==> src/rtl/hlps_ram.sv <==
// Generic single-port-write, single-port-read RAM with registered read data.
`timescale 1ns / 1ps

module hlps_ram #(
    parameter int WIDTH = 40,
    parameter int DEPTH = 64,
    parameter int AW    = (DEPTH > 1) ? $clog2(DEPTH) : 1
) (
    input  logic             aclk,
    input  logic             we,
    input  logic [AW-1:0]    waddr,
    input  logic [WIDTH-1:0] wdata,
    input  logic             re,
    input  logic [AW-1:0]    raddr,
    output logic [WIDTH-1:0] rdata
);

    logic [WIDTH-1:0] mem_reg [DEPTH];
    logic [WIDTH-1:0] rdata_reg;

    always_ff @(posedge aclk) begin
        if (we) begin
            mem_reg[waddr] <= wdata;
        end
        if (re) begin
            rdata_reg <= mem_reg[raddr];
        end
    end

    assign rdata = rdata_reg;

endmodule

==> config.mk <==
export PLATFORM = sky130hd
export DESIGN_NAME = hlps_ram
export DESIGN_NICKNAME = d
export VERILOG_FILES = /design/src/rtl/hlps_ram.sv
export SDC_FILE = /design/constraint.sdc
export NUM_CORES = 2
export LEC_CHECK = 0
export BUFFER_PORTS_ARGS = -buffer_cell sky130_fd_sc_hd__buf_2
export CORE_MARGIN = 2
export CORE_UTILIZATION = 33
export DETAILED_ROUTE_END_ITERATION = 7
export PLACE_DENSITY = 0.49
export SETUP_SLACK_MARGIN = 0.2
export SYNTH_ARGS = -nofsm -noshare
export SYNTH_HDL_FRONTEND = slang
export SYNTH_SLANG_ARGS = --single-unit
==> constraint.sdc <==
create_clock -name aclk -period 4.2 [get_ports aclk]
set_input_delay 0 -clock aclk [delete_from_list [all_inputs] [get_ports aclk]]
set_output_delay 0 -clock aclk [all_outputs]
set_load 0.05 [all_outputs]
==> impl_metrics.ini <==
[outcome]
outcome = finished clean

[route]
finalWirelength_mm = 276
drc = 0
ant_nets = 0
drtIter0Drc = 5054
vias_per_cell = 5.37
dr.pass1.iters = 5
wire_per_inst_um = 31.6
num_vias = 46973

[yosys]
synth_area_leaders = edfxtp_1, mux4_2, mux2i_1
netlist_area_um2 = 98200
syn_area_per_cell_um2 = 23.4
synthDistinctLibCells = 35
ys_seq_elements = 2600
yosysTopAreaCellShare_pct = 79.5
synthCells = 4195
yosysSeqAreaShare_pct = 79.5
syn_nets = 4250
yosysTopAreaCell = edfxtp_1
yosys_warnings = 0

[setup_path]
crit_type = in -> reg
rr_startpoint = mem_reg[29][12]
cp.arrival_ns = 3.26
reg2reg_setup_slack_ns = 2.05
cp-start-kind = input pin
cp_max_fo = 19
r2r_end = rdata[12]
rr_worst_depth = 4
endpoint_kind = flip-flop
required_ns = 4.81

[sta]
fin_setup_tns_ns = 0
worst_slack_ns = 1.55
finalSetupViolations = 0
fmaxAchievable_mhz = 377
rsz0062_at_grt = false
worstMarginPinSlew_ns = 1.26
hold_violations = 0
finalMaxSlewViolations = 0
slew_headroom_pct = 16.0
fin_crit_ns = 2.65
clock-skew-final_ns = 0.0542
fin_crit_sh_pct = 63.1

[global_route]
grt_pass1_vias = 48575
grt_overflow = 0
grt_pass1_wl_mm = 385
grt_max_degree = 91
antenna_found_initial = 19
grtUsageTotal_pct = 18.2

[cts]
cts_tree = yes
insertion_delay_ns = 0.91
cts_root_buffer = clkbuf_16
clock-sinks = 2600
cts.clk_slew.worst_paths_ns = 0.06
cts_made_buffers = 291
clk_path_buf_depth = 4
htreeDepth = 5

[final_layout]
drive_above_1_share_pct = 29.1
largest_register_ffs = 2560
multi_input_area_um2 = 19500
stdcell_area_um2 = 114000
layout.area.seq_um2 = 78100
filler_cell_count = 26393
synthToLayoutAreaGrowth_pct = 16.4
fin_nets = 4667

[floorplanning]
start_util_pct = 33.1
core_um2 = 297000
die_y_um = 550
rows = 200
io_pins = 95
dieArea_um2 = 302000
die_w_um = 550

[power]
p_leak_nw = 35.2
ir_worst_vdd_mv = 0.507
cellPowerDensity_nw_per_um2 = 484

[min_path]
worstHoldStart = waddr[0]
hold_depth = 4
min_path_type = in -> reg
min_to = mem_reg[53][12]

[place]
place_area_um2 = 105000
gp_congestion = 0.754
dpl.hpwl_mm = 151
io_buffer_count = 94
dp_slack_ns = 0.865

[job]
drv_cap = 0
==> kinds of logic (layout without fill, tap and decap cells) <==
family | after synthesis | after routing | synth area share, %
buffers and inverters | 238 | 847 | 1.26
DFF | 2600 | 2600 | 79.5
muxes | 759 | 759 | 15.5
other | 0 | 4 | 0
AOI/OAI and AO/OA | 383 | 383 | 2.67
and+or+nand+nor | 215 | 215 | 1.07
==> per-stage QoR <==
stage / utilization [%] / std cells / hold WS, ns / total power, W
2_1_floorplan: - / 4195 / 0.0989 / 0.0309
3_3_place_gp: 35.5 / 8211 / 0.525 / 0.0322
3_5_place_dp: 35.5 / 8211 / 0.532 / 0.0323
4_1_cts: 38.6 / 8743 / 0.0159 / 0.0558
5_1_grt: 38.6 / 8744 / 0.0453 / 0.0569
6_report: 38.6 / 8747 / 0.0574 / 0.0553
==> where the power goes <==
part           internal (W)  switching [W]
sequential           0.0288       0.000104
clock                0.0137        0.00993
combinational      0.000986        0.00179
total                0.0435         0.0118
==> cell usage in the layout, fill, tap and decap left out, types with 4 or more instances in the layout <==
cell           synthesis  routed
edfxtp_1            2600    2600
mux4_2               608     608
clkbuf_16              0     299
buf_4                 49     169
o22ai_1              143     143
mux2i_1              113     113
buf_2                 81      90
clkbuf_1              80      76
a21oi_1               68      68
nor2_4                 0      62
clkinv_1               0      54
buf_12                 0      53
dlygate4sd3_1          0      47
o221ai_1              42      42
mux2_2                38      38
nor2_1                97      34
a221oi_1              34      34
clkinv_2               0      34
nor4_1                34      30
o22a_1                26      26
a22oi_1               18      18
nand2_1               19      16
a22o_1                16      16
o21ai_1               14      14
nor2b_1               16      13
bufinv_16              0      12
nand2b_1              13      11
o21a_1                 8       8
o21ai_0                8       8
nand3_1                8       8
a211oi_1               6       6
and3_1                 6       6
diode_2                0       4
and2_1                 4       4
or2_2                  4       4
nor4_2                 0       4
inv_6                  0       4
==> final cells by class <==
cell class | count | area share [%]
antenna | 4 | 0.00875
clock buffer | 375 | 6.79
clock inverter | 110 | 0.729
multi-input combinational | 1357 | 17.0
sequential | 2600 | 68.3
tap | 3939 | 4.31
timing repair buffer | 362 | 2.88
==> critical path, cell delays in order <==
cell,delay (ns)
dlygate4sd3_1,0.52
buf_2,0.73
nand2_2,0.65
buf_4,0.40
a221oi_1,0.73
a211oi_1,0.18
==> worst max path at each step <==
stage / startpoint / endpoint / slack, ns / cells past startpoint
final: raddr[5] / rdata[18] / 1.55 / 6
after global routing: raddr[2] / rdata[4] / 1.56 / 8
after floorplan: waddr[3] / mem_reg[48][0] / 0.48 / 4
after global placement: raddr[0] / rdata[18] / 0.91 / 6
after CTS: raddr[2] / rdata[4] / 1.48 / 8
after detailed placement: raddr[0] / rdata[18] / 0.87 / 6
==> cell usage after synthesis, drive strengths merged <==
library cell	number
nor4	34
mux4	608
clkbuf	80
nor3	3
o21a	8
o22ai	143
mux2i	113
o21ai	22
a221oi	34
or3b	2
a211oi	6
o221ai	42
and3	6
mux2	38
nand2b	13
a22o	16
a21oi	68
edfxtp	2600
nand3b	3
or2	4
buf	158
nor2b	16
or3	3
nand4	2
a22oi	18
nand4b	1
nor2	97
and2	4
nand2	19
nand3	8
o22a	26
==> routing by layer <==
layer	GRT usage, %	vias to the layer above	part of all wire [%]
met4	4.25	2	2.3
li1	-	18969	-
met1	25.6	26123	44
met3	2.69	380	5.5
met2	29.7	1499	48
met5	0	-	0.0047
==> timing repair <==
action / CTS / global route
setup buffers: 0 / 0
hold endpoints to repair: 2674 / 0
gates resized for setup: 0 / 0
hold buffers: 47 / 0
Note: power is estimated with default switching activity, not from simulation.
