File: src/rtl/hlps_pkg.sv
// Shared types, field widths, codes and reset values of the host liveness ping scheduler.
`timescale 1ns / 1ps

package hlps_pkg;

    localparam int TIME_W     = 40;
    localparam int SEQ_W      = 16;
    localparam int HOST_W     = 6;
    localparam int MODE_W     = 2;
    localparam int KIND_W     = 2;
    localparam int CFG_W      = 32;
    localparam int CFG_IDX_W  = 2;
    localparam int ALU_W      = TIME_W + 1;
    localparam int IN_DATA_W  = 104;
    localparam int OUT_DATA_W = 64;

    localparam int MAX_HOSTS_DEF = 64;

    localparam logic [CFG_W-1:0] PING_PERIOD_RST  = 32'd360000;
    localparam logic [CFG_W-1:0] QUICK_PERIOD_RST = 32'd5000;
    localparam logic [CFG_W-1:0] DEAD_MARGIN_RST  = 32'd30000;

    localparam logic [CFG_IDX_W-1:0] CFG_PING_PERIOD  = 2'd0;
    localparam logic [CFG_IDX_W-1:0] CFG_QUICK_PERIOD = 2'd1;
    localparam logic [CFG_IDX_W-1:0] CFG_DEAD_MARGIN  = 2'd2;

    localparam logic [MODE_W-1:0] MODE_CHECK = 2'd0;
    localparam logic [MODE_W-1:0] MODE_REPLY = 2'd1;
    localparam logic [MODE_W-1:0] MODE_LOAD  = 2'd2;

    localparam logic [KIND_W-1:0] KIND_NO_PING   = 2'd0;
    localparam logic [KIND_W-1:0] KIND_PING_SENT = 2'd1;
    localparam logic [KIND_W-1:0] KIND_PING_FAIL = 2'd2;
    localparam logic [KIND_W-1:0] KIND_REPLY     = 2'd3;

    // Request to the shared adder/subtractor.
    typedef struct packed {
        logic             sub;
        logic [ALU_W-1:0] a;
        logic [ALU_W-1:0] b;
    } alu_req_t;

    // Result: flag is the borrow of a subtraction or the carry of an addition.
    typedef struct packed {
        logic [ALU_W-1:0] sum;
        logic             flag;
    } alu_rsp_t;

endpackage

File: src/rtl/hlps_alu.sv
// Shared 41-bit adder/subtractor used for every time compare and sum.
`timescale 1ns / 1ps

module hlps_alu (
    input  hlps_pkg::alu_req_t req,
    output hlps_pkg::alu_rsp_t rsp
);

    import hlps_pkg::*;

    logic [ALU_W:0] full;

    always_comb begin
        if (req.sub) begin
            full = {1'b0, req.a} - {1'b0, req.b};
        end else begin
            full = {1'b0, req.a} + {1'b0, req.b};
        end
        rsp.sum  = full[ALU_W-1:0];
        rsp.flag = full[ALU_W];
    end

endmodule

File: config.mk
export PLATFORM = sky130hd
export DESIGN_NAME = hlps_alu
export DESIGN_NICKNAME = d
export VERILOG_FILES = /design/src/rtl/hlps_pkg.sv /design/src/rtl/hlps_alu.sv
export SDC_FILE = /design/constraint.sdc
export NUM_CORES = 1
export LEC_CHECK = 0
export ABC_AREA = 1
export BUFFER_PORTS_ARGS = -buffer_cell sky130_fd_sc_hd__buf_2
export CELL_PAD_IN_SITES_DETAIL_PLACEMENT = 0
export CELL_PAD_IN_SITES_GLOBAL_PLACEMENT = 1
export CORE_ASPECT_RATIO = 0.75
export CORE_UTILIZATION = 38
export DETAILED_ROUTE_END_ITERATION = 16
export PLACE_DENSITY_LB_ADDON = 0.25
export SLEW_MARGIN = 30
export SYNTH_ARGS = -nofsm -noshare
export SYNTH_HDL_FRONTEND = slang
export SYNTH_SLANG_ARGS = --single-unit
File: constraint.sdc
create_clock -name vclk -period 6.9
set_clock_uncertainty 0.2 [all_clocks]
set_input_delay 1.725 -clock vclk [all_inputs]
set_output_delay 1.725 -clock vclk [all_outputs]
set_load 0.005 [all_outputs]
==> results of run 1 <==
## layout by cell type, fill, tap and decap left out
| master | count |
|---|---|
| or2_0 | 1 |
| buf_12 | 1 |
| nand3b_1 | 2 |
| inv_1 | 190 |
| nand2_2 | 6 |
| xnor2_1 | 16 |
| nor3b_1 | 1 |
| a31oi_1 | 5 |
| inv_2 | 2 |
| o21bai_1 | 4 |
| a21oi_1 | 32 |
| nor2_4 | 2 |
| nor3_1 | 7 |
| nor2_1 | 115 |
| ha_1 | 42 |
| and2_1 | 3 |
| clkinv_1 | 1 |
| nand4_1 | 8 |
| xor2_1 | 41 |
| or2_2 | 1 |
| o21a_4 | 1 |
| a21o_1 | 1 |
| buf_4 | 2 |
| nand2_1 | 372 |
| nand3_1 | 52 |
| nand2b_1 | 2 |
| fa_1 | 1 |
| o21ai_0 | 21 |
| nor2_2 | 14 |
| buf_2 | 125 |
| nand3_2 | 8 |
## worst max-delay path by stage
| stage | endpoint | cells past startpoint |
|---|---|---|
| floorplan | rsp[30] | 20 |
| global placement | rsp[26] | 19 |
| detailed placement | rsp[26] | 19 |
| CTS | rsp[26] | 19 |
| global route | rsp[34] | 22 |
| finish | rsp[26] | 19 |
## metrics by stage
step	instance area, um2	instances	setup WS [ns]	hold WS [ns]	total power, mW
floorplan	4606	955	1.076	3.391	0.3734
global placement	5449	1241	0.4039	3.616	0.5830
detailed placement	5449	1241	0.3964	3.618	0.5820
CTS	5449	1241	0.3768	3.617	0.5836
global route	5449	1241	0.07455	3.655	0.6630
finish	5449	1241	0.3797	3.611	0.5887
## cell families after synthesis
logic type      share of synthesized area
fa+ha+maj                          0.1184
buf+inv                            0.1616
simple gates                       0.5357
xor+xnor                           0.1084
compound gates                    0.07579
## tightest hold or removal path: stages
cell and delay [ns]:
buf_2 0.10, ha_1 0.12, inv_1 0.03, buf_2 0.11
## routing by layer
layer  GRT usage  routed length [um]
met1      0.4422                9111
met2      0.3565                5832
met3    0.009912                1053
met4    0.007240                  51
met5           0                  13
## area by class of cell
class	instances	area, um2
fill	1393	6250
multi-input combinational	758	3861
inverter	193	724.4
timing repair buffer	128	660.6
tap	162	202.7
## where the power goes
group	switching, mW	total [mW]	internal (mW)	leakage (nW)
registers	0	0	0	0
logic	0.364	0.589	0.224	3.40
clock network	0	0	0	0
total	0.364	0.589	0.224	3.40
==> reports/results.txt, run 1 <==
Status - completed
Hold_sp - req[0]
Final hold violation count - 0
Mean post-synth cell area - 4.823 um2
Worst-Margin Slew - 0.5002 ns
Slowest-stage cell, CP - ha_1
Most frequent cells after synthesis - 372 x nand2_1, 190 x inv_1, 115 x nor2_1, 52 x nand3_1, 42 x ha_1
Clock buffers - 0
Initial Util - 0.3937
Top-count cell post-synth - nand2_1
Global-route wire length before repair - 25.55 mm
Synth Warn # - 0
Crit path cell chain - buf_2, inv_1, ha_1, nand3_2, nor2_4, nand2_2, nand2_2, o21a_4, nand2_1, xnor2_1, ha_1, nand2_1, nor2_1, nand2_1, nor2_1, nand2_1, nand3_1, xor2_1, buf_2
Remaining DRCs - 0
Remaining Overflow, GRT - 0
Worst vdd ir - 0.00003432 V
RSZ-0062 raised after global routing - no
Shortest period the worst path allows - 6.520 ns
I/O Buffers - 125
Final nets - 1207
Delay-heaviest family, CP - simple AND/OR/NAND/NOR gates
Cell count after synthesis - 955
N_diodes - 0
Setup TNS - 0 ns
Tot GR Track Use - 0.2584
Sequential area share after synthesis - 0
Crit path launch type - input pin
WP buf/inv - 3
I/O pins - 125
Post-route clock period utilization - 0.9450
1st-iter DRT viols - 395
RD Place Congestion - 0.9313
Ranking of synthesized cells by area - nand2_1 30%, inv_1 15%, ha_1 11%
Post-DP HPWL - 14.56 mm
Setup bufs post-CTS - 0
# Max-Cap Violations - 0
Initial antenna violation count - 1
Crit-path max FO - 7
Setup-failing EPs final - 0
Area Overhead vs Synth - 18.31%
Die H - 97.34 um
Worst path max stage delay - 0.38 ns
Pwr dens - 108.0 nW/um2
Worst Setup SP - req[0]
CP Class - in -> out
Post-layout util - 0.4658
Data required time of the critical path - 4.97 ns
Detail Route Antenna Nets - 0
Detailed-route via count - 5797
Unique masters post-synth - 31
CTS Hold Bufs - 0
DR pass1 iterations - 5
Area share of the largest cell type after synthesis - 0.3032
Die X - 129.1 um
LEAKAGE - 3.396 nW
Max Fclk - 153.4 MHz
FF+latch area - 0 um2
Post-Syn Nets - 1081
DR WL/cell - 12.94 um
Slew headroom - 0.6630
CP most frequent cell - nand2_1
Core footprint - 11700 um2
Routed wire length - 16.06 mm
Max Slew Vio Count - 0
Min-delay worst type - in -> out
Vias in the first global route - 5005
Seq_cells - 0
Post-CTS sizing - 0
Hold Path End - rsp[1]
Crit path arrival time - 4.60 ns
Row cnt - 34
Largest net degree at the start of global routing - 37
Most area-hungry cell type in the Yosys netlist - nand2_1
Crit path capture type - output pin
Share of cells above drive strength 1 - 0.1501
Vias per inst - 4.671
Die area - 12570 um2
Worst Hold Depth - 4
Cell Area, Synth - 4606 um2
(Power assumes the default switching activity.)
==> run 2: changes to the inputs <==
--- a/config.mk
+++ b/config.mk
@@ -12,5 +12,6 @@
 export CORE_ASPECT_RATIO = 0.75
-export CORE_UTILIZATION = 38
+export CORE_UTILIZATION = 30
 export DETAILED_ROUTE_END_ITERATION = 16
 export PLACE_DENSITY_LB_ADDON = 0.25
+export REMOVE_ABC_BUFFERS = 1
 export SLEW_MARGIN = 30
==> constraint.sdc (replaced) <==
create_clock -name vclk -period 6.9
set_clock_uncertainty 0.2 [all_clocks]
set_input_delay 0.345 -clock vclk [all_inputs]
set_output_delay 0.345 -clock vclk [all_outputs]
set_load 0.005 [all_outputs]
==> reports/results.txt, run 2 (synthesis gave the netlist of run 1 again) <==
Max Slew Vio Count - 0 (unchanged)
1st-iter DRT viols - 312 (was 395)
Net Sw Frac - 0.6245 (was 0.6192)
Crit-path max FO - 36 (was 7)
Remaining DRCs - 0 (unchanged)
Post-CTS sizing - 0 (unchanged)
Slew headroom - 0.4286 (was 0.6630)
Share of cells above drive strength 1 - 0.1478 (was 0.1501)
Worst Setup EP - rsp[33] (was rsp[26])
Worst-Margin Slew - 0.8518 ns (was 0.5002 ns)
Vias in the first global route - 5258 (was 5005)
Worst vdd ir - 0.00003122 V (was 0.00003432 V)
Detailed-route via count - 5849 (was 5797)
Min-delay worst type - in -> out (unchanged)
Crit path arrival time - 3.75 ns (was 4.60 ns)
Data required time of the critical path - 6.36 ns (was 4.97 ns)
Initial antenna violation count - 0 (was 1)
Setup bufs post-CTS - 0 (unchanged)
Commonest non-fill, non-tap cell in the layout - nand2_1 (unchanged)
Fillers - 1812 (was 1393)
Detail Route Antenna Nets - 0 (unchanged)
Core footprint - 14740 um2 (was 11700 um2)
RSZ-0062 raised after global routing - no (unchanged)
Most frequent cells in the layout - 372 x nand2_1, 190 x inv_1, 125 x buf_2 (unchanged)
I/O Buffers - 125 (unchanged)
Post-DP HPWL - 15.65 mm (was 14.56 mm)
LEAKAGE - 3.377 nW (was 3.396 nW)
Clock power share - 0 (about the same)
Vias per inst - 4.584 (was 4.671)
Max Fclk - 232.6 MHz (was 153.4 MHz)
Crit path capture type - output pin (unchanged)
Routed wire length - 17.09 mm (was 16.06 mm)
Crit path cell chain - buf_2, clkinv_1, nand2_1, nand2_1, xnor2_1, ha_1, nand2_1, nor2_1, nand2_1, nor2_1, nand2_1, nand3_2, nand2_1, nand2_1, nand2_1, nand2_1, buf_2 (was buf_2, inv_1, ha_1, nand3_2, nor2_4, nand2_2, nand2_2, o21a_4, nand2_1, xnor2_1, ha_1, nand2_1, nor2_1, nand2_1, nor2_1, nand2_1, nand3_1, xor2_1, buf_2)
FF+latch area - 0 um2 (unchanged)
Crit path setup slack, layout - 2.601 ns (was 0.3797 ns)
Row cnt - 38 (was 34)
Global-route wire length before repair - 27.02 mm (was 25.55 mm)
Tot GR Track Use - 0.2149 (was 0.2584)
Die X - 145.1 um (was 129.1 um)
RD Place Congestion - 0.9396 (was 0.9313)
Remaining Overflow, GRT - 0 (unchanged)
Die H - 109.3 um (was 97.34 um)
I/O pins - 125 (unchanged)
Post-route clock period utilization - 0.6231 (was 0.9450)
Comb power frac - 1.000 (about the same)
N_diodes - 0 (unchanged)
Slowest-stage cell, CP - clkinv_1 (was ha_1)
Reg power frac - 0 (about the same)
Worst path max stage delay - 0.76 ns (was 0.38 ns)
Psw - 0.3697 mW (was 0.3645 mW)
Pwr dens - 108.4 nW/um2 (was 108.0 nW/um2)
Status - completed (unchanged)
Crit path launch type - input pin (unchanged)
Shortest period the worst path allows - 4.299 ns (was 6.520 ns)
CP most frequent cell - nand2_1 (unchanged)
Area Overhead vs Synth - 18.58% (was 18.31%)
Final nets - 1204 (was 1207)
Footprint of the multi-input gates - 3861 um2 (unchanged)
CP Class - in -> out (unchanged)
Worst Setup SP - req[82] (was req[0])
Initial Util - 0.3125 (was 0.3937)
Internal Power - 0.2223 mW (was 0.2242 mW)
DR WL/cell - 13.39 um (was 12.94 um)
Die area - 15860 um2 (was 12570 um2)
CTS Hold Bufs - 0 (unchanged)
DP Worst Slack - 2.674 ns (was 0.3964 ns)
Setup TNS - 0 ns (unchanged)
Largest net degree at the start of global routing - 37 (unchanged)
Seq_cells - 0 (unchanged)
Setup-failing EPs final - 0 (unchanged)
Final hold violation count - 0 (unchanged)
Clock buffers - 0 (unchanged)
DR pass1 iterations - 5 (unchanged)
# Max-Cap Violations - 0 (unchanged)
==> run 2: cell types whose count changed in the layout (fill, tap and decap cells not counted) <==
cell | before | now
buf_4 | 2 | 0
buf_12 | 1 | 0
==> run 2: critical path: cells and delay by family <==
family	cells	cell delay [ns]
AND/OR/NAND/NOR	12	1.65
buffers and inverters	3	1.17
XOR/XNOR	1	0.17
adder cells (fa/ha/maj)	1	0.40
==> run 2: worst min-delay path by stage <==
stage	from	endpoint	slack (ns)	depth (start not counted)
global placement	req[0]	rsp[1]	0.87	4
finish	req[0]	rsp[1]	0.86	4
CTS	req[0]	rsp[1]	0.87	4
global route	req[0]	rsp[1]	0.89	4
floorplan	req[0]	rsp[1]	0.63	2
detailed placement	req[0]	rsp[1]	0.87	4
==> run 2: per-layer routing <==
metal  vias to the layer above  track usage  part of all wire
met4                         0     0.003008            0.0012
met3                         2     0.004979             0.063
met1                      2527       0.3581              0.57
met5                         -            0                 0
li1                       3138            -                 -
met2                       182       0.3115              0.37
==> run 2: power by group through the flow <==
stage          registers [mW]  logic (mW)  clock network (mW)
2_1_floorplan               0       0.372                   0
3_3_place_gp                0       0.592                   0
3_5_place_dp                0       0.590                   0
4_1_cts                     0       0.592                   0
5_1_grt                     0       0.668                   0
6_report                    0       0.592                   0
==> run 2: through the flow <==
step | instances | total power [mW] | hold slack (ns) | instance area (um2) | utilization
5_1_grt | 1276 | 0.6682 | 0.8855 | 5461 | 0.3705
3_3_place_gp | 1276 | 0.5921 | 0.8670 | 5461 | 0.3705
6_report | 1276 | 0.5920 | 0.8578 | 5461 | 0.3705
4_1_cts | 1276 | 0.5915 | 0.8686 | 5461 | 0.3705
3_5_place_dp | 1276 | 0.5897 | 0.8671 | 5461 | 0.3705
2_1_floorplan | 951 | 0.3719 | 0.6310 | 4586 | -
==> run 2: layout make-up <==
class                      instances  area share
tap                              200     0.04582
multi-input combinational        758      0.7070
timing repair buffer             125      0.1145
inverter                         193      0.1326
==> run 3: changes to the inputs <==
ABC_AREA = 0   (was 1)
clock period = 3.9 ns   (was 6.9 ns; I/O delays follow)
==> reports/results.txt, run 3 <==
Die H - 94.56 um (was 109.3 um)
# Max-Cap Violations - 0 (unchanged)
Top-count cell post-synth - a21oi_1 (was nand2_1)
Delay-heaviest family, CP - simple AND/OR/NAND/NOR gates (unchanged)
Worst path max stage delay - 0.54 ns (was 0.76 ns)
Placed instance count - 920 (was 1276)
Crit-path max FO - 4 (was 36)
Vias per inst - 5.110 (was 4.584)
Crit path capture type - output pin (unchanged)
Crit path setup slack, layout - -0.6150 ns (was 2.601 ns)
Area share of the largest cell type after synthesis - 0.1533 (was 0.3032)
Data required time of the critical path - 3.50 ns (was 6.36 ns)
Detail Route Antenna Nets - 0 (unchanged)
Detailed-route via count - 4819 (was 5849)
Vias in the first global route - 4622 (was 5258)
Fin Hold WS - 0.5619 ns (was 0.8578 ns)
Post-DP HPWL - 11.64 mm (was 15.65 mm)
WP buf/inv - 6 (was 3)
RD Place Congestion - 0.8940 (was 0.9396)
Sequential area share after synthesis - 0 (unchanged)
Final nets - 931 (was 1204)
Worst-Margin Slew - 0.4379 ns (was 0.8518 ns)
Crit path arrival time - 4.12 ns (was 3.75 ns)
Slowest-stage cell, CP - or4_4 (was clkinv_1)
Post-layout util - 0.5415 (was 0.3705)
N_diodes - 0 (unchanged)
FF+latch area - 0 um2 (unchanged)
Failing checks - design-rule violations, negative setup slack
Most frequent cells in the layout - 172 x buf_4, 124 x buf_2, 59 x xnor2_1 (was 372 x nand2_1, 190 x inv_1, 125 x buf_2)
DR WL/cell - 15.03 um (was 13.39 um)
Area Overhead vs Synth - 74.19% (was 18.58%)
Fillers - 1104 (was 1812)
Cell count after synthesis - 520 (was 955)
LEAKAGE - 2.976 nW (was 3.377 nW)
Most area-hungry cell type in the Yosys netlist - ha_1 (was nand2_1)
CP most frequent cell - buf_4 (was nand2_1)
Core footprint - 11020 um2 (was 14740 um2)
Status - complete, but fails checks (was completed)
DP Area - 5318 um2 (was 5461 um2)
Die X - 125.4 um (was 145.1 um)
Tot GR Track Use - 0.2275 (was 0.2149)
Final std cells w/o fill - 943 (was 1276)
Footprint of the multi-input gates - 3676 um2 (was 3861 um2)
Final Instance Area - 5969 um2 (was 5461 um2)
Global-route wire length before repair - 22.10 mm (was 27.02 mm)
CTS Hold Bufs - 0 (unchanged)
Slew headroom - 0.7075 (was 0.4286)
Synth Warn # - 0 (unchanged)
Commonest non-fill, non-tap cell in the layout - buf_4 (was nand2_1)
Clock buffers - 0 (unchanged)
Max Slew Vio Count - 0 (unchanged)
Shortest period the worst path allows - 4.515 ns
Initial antenna violation count - 0 (unchanged)
Power consumption - 1.408 mW (was 0.5920 mW)
RSZ-0062 raised after global routing - yes (was no)
Crit path cell chain - buf_6, or4_4, nor4b_4, nand2_2, nor3_4, nand3_4, nor2_4, nor2_1, xnor2_1, ha_1, buf_6, buf_4, and3_4, nand4_1, a21oi_1, o211ai_1, buf_4, buf_4, a21o_1, a221oi_2, buf_2 (was buf_2, clkinv_1, nand2_1, nand2_1, xnor2_1, ha_1, nand2_1, nor2_1, nand2_1, nor2_1, nand2_1, nand3_2, nand2_1, nand2_1, nand2_1, nand2_1, buf_2)
DP Worst Slack - -0.7517 ns (was 2.674 ns)
I/O Buffers - 125 (unchanged)
Mean post-synth cell area - 6.590 um2 (was 4.823 um2)
Largest net degree at the start of global routing - 24 (was 37)
Initial Util - 0.3109 (was 0.3125)
Setup TNS - -9.850 ns (was 0 ns)
Ranking of synthesized cells by area - ha_1 15%, xnor2_1 15%, a21oi_1 11% (was nand2_1 30%, inv_1 15%, ha_1 11%)
Unique masters post-synth - 60 (was 31)
1st-iter DRT viols - 190 (was 312)
Final hold violation count - 0 (unchanged)
Crit path launch type - input pin (unchanged)
Share of cells above drive strength 1 - 0.4907 (was 0.1478)
CP Class - in -> out (unchanged)
Most frequent cells after synthesis - 72 x a21oi_1, 60 x xnor2_1, 56 x nor2_1, 42 x ha_1, 36 x nand2_1 (was 372 x nand2_1, 190 x inv_1, 115 x nor2_1, 52 x nand3_1, 42 x ha_1)
I/O pins - 125 (unchanged)
Die area - 11860 um2 (was 15860 um2)
DR pass1 iterations - 10 (was 5)
Seq_cells - 0 (unchanged)
Worst vdd ir - 0.0001034 V (was 0.00003122 V)
Row cnt - 33 (was 38)
Max Fclk - 221.5 MHz
Remaining DRCs - 4 (was 0)
Cell Area, Synth - 3427 um2 (was 4606 um2)
Min-delay worst type - in -> out (unchanged)
Pwr dens - 235.8 nW/um2 (was 108.4 nW/um2)
Setup-failing EPs final - 22 (was 0)
Remaining Overflow, GRT - 0 (unchanged)
Post-route clock period utilization - 1.158
Routed wire length - 14.18 mm (was 17.09 mm)
run 3: changes by cell type in the layout (fill, tap and decap cells not counted), sizes merged, moves of 27 or more:
cell   change
a21oi     +40
nor2      -73
nand3     -46
xor2      -28
inv      -161
a21o      +27
xnor2     +44
nand2    -341
buf      +179
run 3: logic make-up (layout without fill, tap and decap cells):
kind of cell,count (synthesis),count (layout),synth area share
buf+inv,52,335,0.05769
compound gates,172,172,0.3187
xor+xnor,73,73,0.1866
mux,2,2,0.006207
simple gates,178,178,0.2716
fa+ha+maj,43,43,0.1592
run 3: routing by layer:
metal,share of wire,GRT usage,routed length (um),up-vias
met3,0.039,0.009632,557,2
met1,0.52,0.3365,7329,2263
met4,0.00099,0.007114,14,0
li1,-,-,-,2452
met2,0.44,0.3822,6276,102
met5,0,0,0,-
run 3: layout make-up:
type	count	area share
timing repair buffer	304	0.3354
tap	140	0.02934
multi-input combinational	468	0.6158
inverter	31	0.01949
run 3: path summary, 6_finish.rpt:
check	startpoint	end	slack (ns)	cells past startpoint
setup / recovery	req[11]	rsp[41]	-0.62	21
hold / removal	req[0]	rsp[1]	0.56	4
run 3: repair_timing:
action | in CTS | in global routing
pin swaps | 27 | 26
gates resized for setup | 76 | 40
buffers inserted | 14 | 9
setup endpoints to repair | 23 | 24
run 3: where the power goes:
group | total (mW) | switching [mW] | internal (mW)
combinational | 1.41 | 0.687 | 0.721
clock | 0 | 0 | 0
sequential | 0 | 0 | 0
